**src/design/irw_pkg.sv**
```systemverilog
`timescale 1ns / 1ps
// ----------------------------------------------------------------------------
// irw_pkg
// Constants and types for the byte-wide indirect register window.
// ----------------------------------------------------------------------------
package irw_pkg;

  localparam int VRAM_ADDR_BITS = 25;

  localparam int S_TDATA_W = 16;
  localparam int M_TDATA_W = 72;

  localparam logic [31:0] REG_SPACE_LIMIT  = 32'h0100_0000;
  localparam logic [23:0] FB_CONFIG_ADDR   = 24'h10_0200;
  localparam logic [23:0] RAMDAC_CTRL_ADDR = 24'h68_0600;
  localparam logic [23:0] SIZE_REG_ADDR    = 24'h10_0000;
  localparam logic [23:0] BUS_ID0_ADDR     = 24'h00_0000;
  localparam logic [23:0] BUS_ID1_ADDR     = 24'h00_0001;
  localparam logic [23:0] BUS_ID2_ADDR     = 24'h00_0002;
  localparam logic [31:0] VRAM_BASE_MASK   = 32'h0040_0000;

  localparam logic [7:0] BUS_ID0_BYTE = 8'h11;
  localparam logic [7:0] BUS_ID1_BYTE = 8'h01;
  localparam logic [7:0] BUS_ID2_BYTE = 8'h03;
  localparam logic [7:0] SIZE_BASE_BYTE = 8'h14;

  localparam logic [7:0] ID_BYTES [4] = '{8'h65, 8'hd0, 8'h16, 8'h2b};

  localparam logic REQ_READ  = 1'b0;
  localparam logic REQ_WRITE = 1'b1;

  typedef struct packed {
    logic       req_type;
    logic [4:0] reg_offset;
    logic [7:0] write_data;
  } irw_req_t;

  typedef struct packed {
    logic [7:0]                read_data;
    logic                      vram_write;
    logic [VRAM_ADDR_BITS-1:0] vram_addr;
    logic [31:0]               vram_data;
  } irw_rsp_t;

endpackage

```
**src/design/indirect_register_window.sv**
```systemverilog
`timescale 1ns / 1ps
// ----------------------------------------------------------------------------
// indirect_register_window
// Byte-wide indirect access window onto an address/data pair, two control
// registers and video memory word writes.
// ----------------------------------------------------------------------------
// channel  dir  fields (tdata/tuser, low bit first)
// s        in   tdata: reg_offset[4:0], write_data[12:5]; tuser: req_type
// m        out  tdata: read_data, vram_addr, vram_data; tuser: vram_write
// cfg      in   cfg_data: mem_size_sel
//
// One beat in, one beat out; a new beat is taken every cycle unless the result stalls.
// A beat passes the input register, then the decode and state update
// into the result register.
// rst is synchronous and clears valid flags and the window state.
// A stalled result holds the input register; s_tready drops only while both
// stages are full and m_tready is low.
// ----------------------------------------------------------------------------
module indirect_register_window
  import irw_pkg::*;
(
  input  logic                 clk,
  input  logic                 rst,
  input  logic                 s_tvalid,
  output logic                 s_tready,
  input  logic [S_TDATA_W-1:0] s_tdata,   // reg_offset[4:0], write_data[12:5]
  input  logic [0:0]           s_tuser,   // req_type
  output logic                 m_tvalid,
  input  logic                 m_tready,
  output logic [M_TDATA_W-1:0] m_tdata,   // read_data[7:0], vram_addr[32:8],
                                          // vram_data[64:33], zero[71:65]
  output logic [0:0]           m_tuser,   // vram_write
  input  logic                 cfg_valid,
  output logic                 cfg_ready,
  input  logic [1:0]           cfg_data   // mem_size_sel
);

  logic [1:0]  mem_size_sel;
  logic [31:0] window_address;
  logic [31:0] window_data;
  logic [31:0] fb_config;
  logic [31:0] ramdac_ctrl;

  logic        in_valid;
  irw_req_t    in_req;
  logic        out_valid;
  irw_rsp_t    out_rsp;

  logic        advance;
  irw_rsp_t    rsp_next;
  logic [31:0] window_address_next;
  logic [31:0] window_data_next;
  logic [31:0] fb_config_next;
  logic [31:0] ramdac_ctrl_next;

  logic [1:0]  lane;
  logic [4:0]  shamt;
  logic [31:0] byte_mask;
  logic [31:0] byte_val;
  logic [23:0] rd_addr;
  logic [31:0] rd_sum;
  logic [7:0]  rd_byte;
  logic [31:0] vram_mask;
  logic [31:0] vram_off;

  assign cfg_ready = 1'b1;
  assign advance   = in_valid && (!out_valid || m_tready);
  assign s_tready  = !in_valid || advance;

  always_comb begin
    lane      = in_req.reg_offset[1:0];
    shamt     = {lane, 3'b000};
    byte_mask = 32'h0000_00ff << shamt;
    byte_val  = {24'h0, in_req.write_data} << shamt;
    rd_sum    = window_address + {30'h0, lane};
    rd_addr   = rd_sum[23:0];
    vram_mask = (VRAM_BASE_MASK << mem_size_sel) - 32'h1;
    vram_off  = window_address - REG_SPACE_LIMIT;

    if (rd_addr == BUS_ID0_ADDR) begin
      rd_byte = BUS_ID0_BYTE;
    end else if (rd_addr == BUS_ID1_ADDR) begin
      rd_byte = BUS_ID1_BYTE;
    end else if (rd_addr == BUS_ID2_ADDR) begin
      rd_byte = BUS_ID2_BYTE;
    end else if (rd_addr == SIZE_REG_ADDR) begin
      rd_byte = SIZE_BASE_BYTE | {6'h0, mem_size_sel + 2'd1};
    end else if (rd_addr[23:2] == FB_CONFIG_ADDR[23:2]) begin
      rd_byte = fb_config[{rd_addr[1:0], 3'b000} +: 8];
    end else if (rd_addr[23:2] == RAMDAC_CTRL_ADDR[23:2]) begin
      rd_byte = ramdac_ctrl[{rd_addr[1:0], 3'b000} +: 8];
    end else begin
      rd_byte = 8'h00;
    end

    rsp_next            = '0;
    window_address_next = window_address;
    window_data_next    = window_data;
    fb_config_next      = fb_config;
    ramdac_ctrl_next    = ramdac_ctrl;

    if (in_req.req_type == REQ_READ) begin
      if (in_req.reg_offset[4:2] == 3'd0) begin
        rsp_next.read_data = ID_BYTES[lane];
      end else if (in_req.reg_offset[4:2] == 3'd2) begin
        rsp_next.read_data = rd_byte;
      end
    end else begin
      if (in_req.reg_offset[4:2] == 3'd1) begin
        window_address_next = (window_address & ~byte_mask) | byte_val;
      end else if (in_req.reg_offset[4:3] == 2'd1 || in_req.reg_offset[4:3] == 2'd2) begin
        window_data_next = (window_data & ~byte_mask) | byte_val;
        if (lane == 2'd3) begin
          if (window_address < REG_SPACE_LIMIT) begin
            if (window_address[23:0] == FB_CONFIG_ADDR) begin
              fb_config_next = window_data_next;
            end else if (window_address[23:0] == RAMDAC_CTRL_ADDR) begin
              ramdac_ctrl_next = window_data_next;
            end
          end else begin
            rsp_next.vram_write = 1'b1;
            rsp_next.vram_addr  = vram_off[VRAM_ADDR_BITS-1:0] & vram_mask[VRAM_ADDR_BITS-1:0];
            rsp_next.vram_data  = window_data_next;
          end
        end
      end
      if (in_req.reg_offset[4]) begin
        window_address_next = window_address_next + 32'd4;
      end
    end
  end

  always_ff @(posedge clk) begin
    if (rst) begin
      mem_size_sel   <= 2'd0;
      window_address <= '0;
      window_data    <= '0;
      fb_config      <= '0;
      ramdac_ctrl    <= '0;
      in_valid       <= 1'b0;
      out_valid      <= 1'b0;
    end else begin
      if (cfg_valid && cfg_ready) begin
        mem_size_sel <= cfg_data;
      end
      if (s_tvalid && s_tready) begin
        in_valid <= 1'b1;
      end else if (advance) begin
        in_valid <= 1'b0;
      end
      if (advance) begin
        out_valid      <= 1'b1;
        window_address <= window_address_next;
        window_data    <= window_data_next;
        fb_config      <= fb_config_next;
        ramdac_ctrl    <= ramdac_ctrl_next;
      end else if (m_tready) begin
        out_valid <= 1'b0;
      end
    end
  end

  always_ff @(posedge clk) begin
    if (s_tvalid && s_tready) begin
      in_req.req_type   <= s_tuser[0];
      in_req.reg_offset <= s_tdata[4:0];
      in_req.write_data <= s_tdata[12:5];
    end
    if (advance) begin
      out_rsp <= rsp_next;
    end
  end

  assign m_tvalid = out_valid;
  assign m_tuser  = out_rsp.vram_write;
  assign m_tdata  = {7'h00, out_rsp.vram_data, out_rsp.vram_addr, out_rsp.read_data};

  a_vram_no_read: assert property (@(posedge clk) disable iff (rst)
    (m_tvalid && m_tuser[0]) |-> (m_tdata[7:0] == 8'h00))
    else $error("video memory beat carries read data");

  a_idle_fields_zero: assert property (@(posedge clk) disable iff (rst)
    (m_tvalid && !m_tuser[0]) |-> (m_tdata[64:8] == '0))
    else $error("non-commit beat carries address or data");

  a_reset_ready: assert property (@(posedge clk)
    rst |=> s_tready)
    else $error("input not ready after reset");

  a_hold_input: assert property (@(posedge clk) disable iff (rst)
    (in_valid && !advance) |=> (in_valid && $stable(in_req)))
    else $error("input register lost a stalled beat");

endmodule

```
**config.mk**
```make
export PLATFORM = sky130hd
export DESIGN_NAME = indirect_register_window
export DESIGN_NICKNAME = d
export VERILOG_FILES = /design/src/design/irw_pkg.sv /design/src/design/indirect_register_window.sv
export SDC_FILE = /design/constraint.sdc
export NUM_CORES = 1
export LEC_CHECK = 0
export ABC_AREA = 1
export BUFFER_PORTS_ARGS = -buffer_cell sky130_fd_sc_hd__buf_2
export CAP_MARGIN = 15
export CORE_UTILIZATION = 55
export DETAILED_ROUTE_END_ITERATION = 6
export PLACE_DENSITY = 0.75
export SLEW_MARGIN = 20
export SYNTH_ARGS = -nofsm -noshare
export SYNTH_HDL_FRONTEND = slang
export SYNTH_SLANG_ARGS = --single-unit
export TNS_END_PERCENT = 5
```
**constraint.sdc**
```tcl
create_clock -name clk -period 4.6 [get_ports clk]
set_input_delay 0.23 -clock clk [delete_from_list [all_inputs] [get_ports clk]]
set_output_delay 0.23 -clock clk [all_outputs]
set_load 0.01 [all_outputs]
```
Word-level counts from Yosys, hierarchy flattened

Index checks and enable logic that the tools add are counted.

Register bits after elaboration: 212
Latch bits: 0
Memory bits (writable): 0
Bits in read-only memories: 0
Bits of input ports: 24
Output and inout bits: 76
Word-level logic and storage cells: 86
Memories: 0

$add $sub $neg: 5
$mul: 0
Div/mod/pow operators: 0
Order comparisons: 2
Eq/ne operators: 12
Shift operators: 5
Multiplexer cells: 19
Bitwise logic cells: 12
Reductions and logical operators: 17

Operators by type and width:

| cell                                                  | number |
|---|---|
| 2-to-1 mux 32 bit                                     | 3 |
| 2-to-1 mux 8 bit                                      | 10 |
| bitwise AND 32 bit                                    | 2 |
| OR 32 bit                                             | 2 |
| variable part select 32 x 6 -> 8 bit                  | 2 |
| 2-to-1 mux 58 bit                                     | 1 |
| == test 24 x 21 -> 1 bit (second input constant)      | 2 |
| adder 32 x 3 -> 32 bit (second input constant)        | 1 |
| < comparator 32 x 25 -> 1 bit (second input constant) | 1 |
| inverter 32 bit                                       | 1 |
| left shift 8 x 5 -> 32 bit                            | 1 |
| left shift 8 x 5 -> 32 bit (first input constant)     | 1 |
| bitwise AND 25 bit                                    | 1 |
| left shift 23 x 2 -> 25 bit (first input constant)    | 1 |
| subtractor 25 x 1 -> 25 bit (second input constant)   | 1 |
| subtractor 25 bit (second input constant)             | 1 |
| adder 24 x 2 -> 24 bit                                | 1 |
| == test 24 x 1 -> 1 bit (second input constant)       | 1 |
| == test 24 x 2 -> 1 bit (second input constant)       | 1 |
| == test 24 x 23 -> 1 bit (second input constant)      | 1 |
| zero test 24 bit                                      | 1 |
| == test 22 x 19 -> 1 bit (second input constant)      | 1 |
| == test 22 x 21 -> 1 bit (second input constant)      | 1 |
| binary-select mux 8 bit (select 2 bit)                | 1 |
| other kinds (20)                                      | 33 |

Depth between registers and ports, before layout

Depth in word-level cells: 10
Mapped depth: 19
Gate-level depth less buffers: 18

Worst setup path before layout

No wires, ideal clock.

Kind: register -> register
Start: register in_req[9] (netlist bit)
End: register out_rsp (netlist bit m_tdata[5]), data pin
Library setup time: 0.259 ns
Data arrival time: 2.512 ns
Required time: 4.341 ns
Path slack: 1.829 ns
Cell stages (with the launch flop): 19
Path buffers: 2
Clock period less this slack: 2.771 ns
Path through: edfxtp_1 > buf_4 > inv_4 > buf_4 > fa_1 > nor2_4 > nand2_1 > nand2_1 > nand2_1 > nor2_1 > nand2_1 > nor2_1 > inv_1 > nor2_2 > nand2_2 > clkinv_2 > nand2_1 > nand3_1 > a21oi_1

Longest elaborated chain between the ends: 10
Elaborated cells on any way between the ends: 21
Classes of those cells: add/sub: 1; eq/ne: 5; shift: 2; mux: 11; bitwise: 1; reduce/logical: 1

Ends and longest elaborated chain:

| item                                                                             | RTL line                                                       | text |
|---|---|---|
| from (decl)                                                                      | indirect_register_window.sv:45                                 | `irw_req_t in_req;` |
| adder 24 x 2 -> 24 bit                                                           | indirect_register_window.sv:75                                 | `rd_sum = window_address + {30'h0, lane};` |
| variable part select 32 x 6 -> 8 bit or == test 22 x 21 -> 1 bit (tied branches) | indirect_register_window.sv:91, indirect_register_window.sv:90 |  |
| 2-to-1 mux 8 bit                                                                 | indirect_register_window.sv:90                                 | `end else if (rd_addr[23:2] == RAMDAC_CTRL_ADDR[23:2]) begin` |
| 2-to-1 mux 8 bit                                                                 | indirect_register_window.sv:88                                 | `end else if (rd_addr[23:2] == FB_CONFIG_ADDR[23:2]) begin` |
| 2-to-1 mux 8 bit                                                                 | indirect_register_window.sv:86                                 | `end else if (rd_addr == SIZE_REG_ADDR) begin` |
| 2-to-1 mux 8 bit                                                                 | indirect_register_window.sv:84                                 | `end else if (rd_addr == BUS_ID2_ADDR) begin` |
| 2-to-1 mux 8 bit                                                                 | indirect_register_window.sv:82                                 | `end else if (rd_addr == BUS_ID1_ADDR) begin` |
| 2-to-1 mux 8 bit                                                                 | indirect_register_window.sv:80                                 | `if (rd_addr == BUS_ID0_ADDR) begin` |
| 2-to-1 mux 8 bit                                                                 | indirect_register_window.sv:105                                | `end else if (in_req.reg_offset[4:2] == 3'd2) begin` |
| 2-to-1 mux 8 bit (*)                                                             | indirect_register_window.sv:103                                | `if (in_req.reg_offset[4:2] == 3'd0) begin` |
| to (signal assigned)                                                             | indirect_register_window.sv:170                                | `out_rsp <= rsp_next;` |
| to (decl)                                                                        | indirect_register_window.sv:47                                 | `irw_rsp_t out_rsp;` |

Mark *: on every way between the ends. The rest lies on a longest branch, timed or not. The select of a mux whose other input is x is not followed.
A chain may end at the register's enable or synchronous reset.

Worst setup path after layout

Start: register window_address[0]
End: register out_rsp (netlist bit m_tdata[5]), data pin

Longest elaborated chain between the ends: 10
Elaborated cells on any way between the ends: 17
Classes of those cells: add/sub: 1; eq/ne: 5; shift: 2; mux: 8; reduce/logical: 1

Ends and longest elaborated chain:

| item                                                                             | RTL line                                                       | text |
|---|---|---|
| from (decl)                                                                      | indirect_register_window.sv:39                                 | `logic [31:0] window_address;` |
| from (signal assigned)                                                           | indirect_register_window.sv:153                                | `window_address <= window_address_next;` |
| adder 24 x 2 -> 24 bit (*)                                                       | indirect_register_window.sv:75                                 |  |
| variable part select 32 x 6 -> 8 bit or == test 22 x 21 -> 1 bit (tied branches) | indirect_register_window.sv:91, indirect_register_window.sv:90 |  |
| 2-to-1 mux 8 bit                                                                 | indirect_register_window.sv:90                                 |  |
| 2-to-1 mux 8 bit                                                                 | indirect_register_window.sv:88                                 |  |
| 2-to-1 mux 8 bit                                                                 | indirect_register_window.sv:86                                 |  |
| 2-to-1 mux 8 bit                                                                 | indirect_register_window.sv:84                                 |  |
| 2-to-1 mux 8 bit                                                                 | indirect_register_window.sv:82                                 |  |
| 2-to-1 mux 8 bit (*)                                                             | indirect_register_window.sv:80                                 |  |
| 2-to-1 mux 8 bit (*)                                                             | indirect_register_window.sv:105                                |  |
| 2-to-1 mux 8 bit (*)                                                             | indirect_register_window.sv:103                                |  |

Mark *: on every way between the ends. The rest lies on a longest branch, timed or not.

==> flow_summary.json <==
{
  "fin_ws_ns": 1.37,
  "post-route-period-util_pct": 70.2,
  "synth-seq-cells": 212,
  "peakVddDrop_uv": 415,
  "drtIter0Drc": 922,
  "synthTopCellsByArea": "dfxtp_1, edfxtp_1, nand2_1, nor2_1, nand3_1",
  "cts_setup_buffers": 0,
  "postSynthAreaPerCell_um2": 7.90,
  "rsz0062_at_grt": "no",
  "yosysTopAreaCellShare_pct": 23.8,
  "tns_ns": 0,
  "clockPowerShare_pct": 44.3,
  "drive_above_1_share_pct": 14.0,
  "grt_pass1_vias": 9107,
  "final_cells": 1763,
  "overflow": 0,
  "hold_class": "in2reg",
  "pin_count": 100,
  "fp-row-count": 51,
  "groute.layer.met1.usage_pct": 44.8,
  "coreArea_um2": 19700,
  "synth_common_cells": "nand2_1, nor2_1, dfxtp_1",
  "dieArea_um2": 20800,
  "initial_core_util_pct": 56.5,
  "synth_top_cell_by_area": "dfxtp_1",
  "skew_ns": 0.0205,
  "synth-seq-area-share_pct": 45.4,
  "root_buffer": "clkbuf_16",
  "crit_type": "reg2reg",
  "power_frac_seq_pct": 45.9,
  "syn_inst": 1407,
  "grt_usage_pct": 32.2,
  "tightest_slew_ns": 0.991,
  "place_ws_ns": 1.43,
  "clkSlewWorstSetupHoldPaths_ns": 0.07,
  "dr.pass1.iters": 5,
  "place_hpwl_um": 23400,
  "area_delta_synth_final_pct": 13.6,
  "power.density_nw_per_um2": 354,
  "gp_congestion": 0.924,
  "die_w_um": 144,
  "crit_required_ns": 4.95,
  "cts_tree": "done",
  "synth.most_common_cell": "nand2_1",
  "hold_violations": 0,
  "worst_setup_path_end_kind": "flop",
  "top_usage_layer": "met2",
  "routedWlPerCell_um": 18.5,
  "grtUsageMet3_pct": 6.42,
  "combPwrFrac_pct": 9.8,
  "timing.critical_path.from_type": "flop",
  "cap_viol_max_count": 0,
  "timing.critical_path.arrival_ns": 3.58,
  "antenna_found_initial": 0,
  "status": "finished, final reports clean",
  "htreeDepth": 1,
  "synth-edff-count": 80,
  "synth_cell_types": 53,
  "worstPathMaxFanout": 9,
  "synth-async-reset-ratio_pct": 0,
  "placed_cell_area_um2": 11600,
  "clockBufferDepth": 3,
  "synth_warnings": 0,
  "fmax_ghz": 0.310,
  "cts_resized": 0,
  "finalPower_mw": 4.47,
  "p_int_mw": 3.34,
  "die_h_um": 144,
  "grt_max_degree": 76,
  "period_minus_slack_ns": 3.23,
  "setup_viol": 0,
  "routed_via_density": 5.69,
  "relSlewSlack_pct": 33.8,
  "numCtsBuffers": 23,
  "cts.sinks": 212,
  "drc_errors": 0,
  "ant_nets": 0,
  "num_vias": 10024,
  "synth_top_flop_cell": "dfxtp_1",
  "wl_um": 32500,
  "grt_pass1_wl_um": 50500,
  "layout.nets": 1516,
  "diodes": 0,
  "switching_share_pct": 25.3,
  "synth_area_um2": 11100,
  "power.switching_mw": 1.13,
  "stdcell_area_um2": 12600,
  "insertion_delay_ns": 0.52,
  "post-place-cells": 1704,
  "port_buffers": 88,
  "finalMaxSlewViolations": 0,
  "use_met2_pct": 49.9,
  "p_leak_nw": 4.85
}
==> routing by layer <==
| layer | vias up | share of wire (%) | wire, um |
|---|---|---|---|
| li1 | 4900 | - | - |
| met1 | 4616 | 44 | 14500 |
| met2 | 427 | 43 | 14200 |
| met3 | 81 | 8.5 | 2770 |
| met4 | 0 | 3.5 | 1150 |
| met5 | - | 0 | 0 |
==> flip-flops by register name, indices dropped and copies added, names as in the netlist <==
signal and cells:
mem_size_sel 2, ramdac_ctrl 32, in_req 14, m_tuser 1
in_valid 1, fb_config 32, m_tdata 65, window_data 32
window_address 32, m_tvalid 1
==> final cells by class <==
| class | count | area [um2] |
|---|---|---|
| fillers | 1750 | 7030 |
| multi-input cells | 993 | 5220 |
| flip-flops and latches | 212 | 5040 |
| clock buffers | 34 | 731 |
| repair buffers | 117 | 701 |
| inverters | 134 | 507 |
| well taps | 265 | 332 |
| clock inverters | 8 | 95.1 |
==> logic make-up after synthesis <==
| group | count (synthesis) | share of synthesized area (%) |
|---|---|---|
| XOR/XNOR | 21 | 1.66 |
| AND/OR/NAND/NOR | 680 | 27.3 |
| other | 2 | 0.0676 |
| flip-flops | 212 | 45.4 |
| adder cells (fa/ha/maj) | 11 | 1.31 |
| buffers and inverters | 208 | 7.96 |
| AO/OA/AOI/OAI | 273 | 16.3 |
==> repair_timing <==
| action | in CTS | in global routing |
|---|---|---|
| endpoints found under the hold margin | 17 | 0 |
| endpoints found under the setup margin | 0 | 0 |
| hold buffers | 17 | 0 |
==> power by group through the flow <==
stage / Clock [mW] / Sequential, mW / Combinational, mW
finish: 1.98 / 2.05 / 0.438
CTS: 1.99 / 2.05 / 0.431
global placement: 0 / 2.09 / 0.415
detailed placement: 0 / 2.09 / 0.417
floorplan: 0 / 2.08 / 0.283
global route: 2.06 / 2.06 / 0.482
==> final timing paths <==
kind                startpoint         endpoint  cells after the start  slack, ns
min                cfg_data[0]  mem_size_sel[0]                      3       0.02
min reg2reg    ramdac_ctrl[14]  ramdac_ctrl[14]                      2       0.49
max reg2reg  window_address[0]       m_tdata[5]                     17       1.37
max          window_address[0]       m_tdata[5]                     17       1.37
==> stage by stage <==
| stage | hold slack [ns] | util, % |
|---|---|---|
| after floorplan | 0.329 | - |
| after global placement | 0.407 | 59.2 |
| after detailed placement | 0.408 | 59.2 |
| after CTS | 0.00556 | 64.2 |
| after global routing | 0.0263 | 64.2 |
| final | 0.0216 | 64.2 |
==> critical path, cell delays in order (launching register included) <==
cell,delay (ns)
dfxtp_1,0.46
ha_1,0.28
inv_1,0.07
fa_1,0.48
nor2_4,0.28
nand2_1,0.14
nand2_1,0.08
nand2_1,0.08
nor2_1,0.13
nand2_1,0.07
nor2_1,0.17
inv_1,0.11
nor2_2,0.15
and2_2,0.19
nand2_1,0.05
nand2_1,0.08
nand3_1,0.07
a21oi_1,0.15
==> placed cells by master (no fill, tap or decap), types with 10 or more instances in the layout <==
| cell type | netlist | final |
|---|---|---|
| a211oi_1 | 65 | 65 |
| buf_2 | 12 | 88 |
| o21ai_0 | 66 | 66 |
| buf_4 | 12 | 12 |
| nand2_2 | 11 | 11 |
| dfxtp_1 | 132 | 132 |
| nor3_1 | 10 | 10 |
| o311ai_0 | 13 | 13 |
| nor2_2 | 13 | 13 |
| o22ai_1 | 11 | 11 |
| nor2_4 | 10 | 11 |
| nand3_1 | 108 | 107 |
| inv_1 | 123 | 121 |
| ha_1 | 10 | 10 |
| a21oi_1 | 78 | 78 |
| xor2_1 | 14 | 14 |
| clkbuf_16 | 0 | 26 |
| nor2_1 | 223 | 222 |
| dlygate4sd3_1 | 0 | 17 |
| nand2_1 | 265 | 265 |
| edfxtp_1 | 80 | 80 |
| nand4_1 | 22 | 22 |
Power figures use the tool's default switching activity.
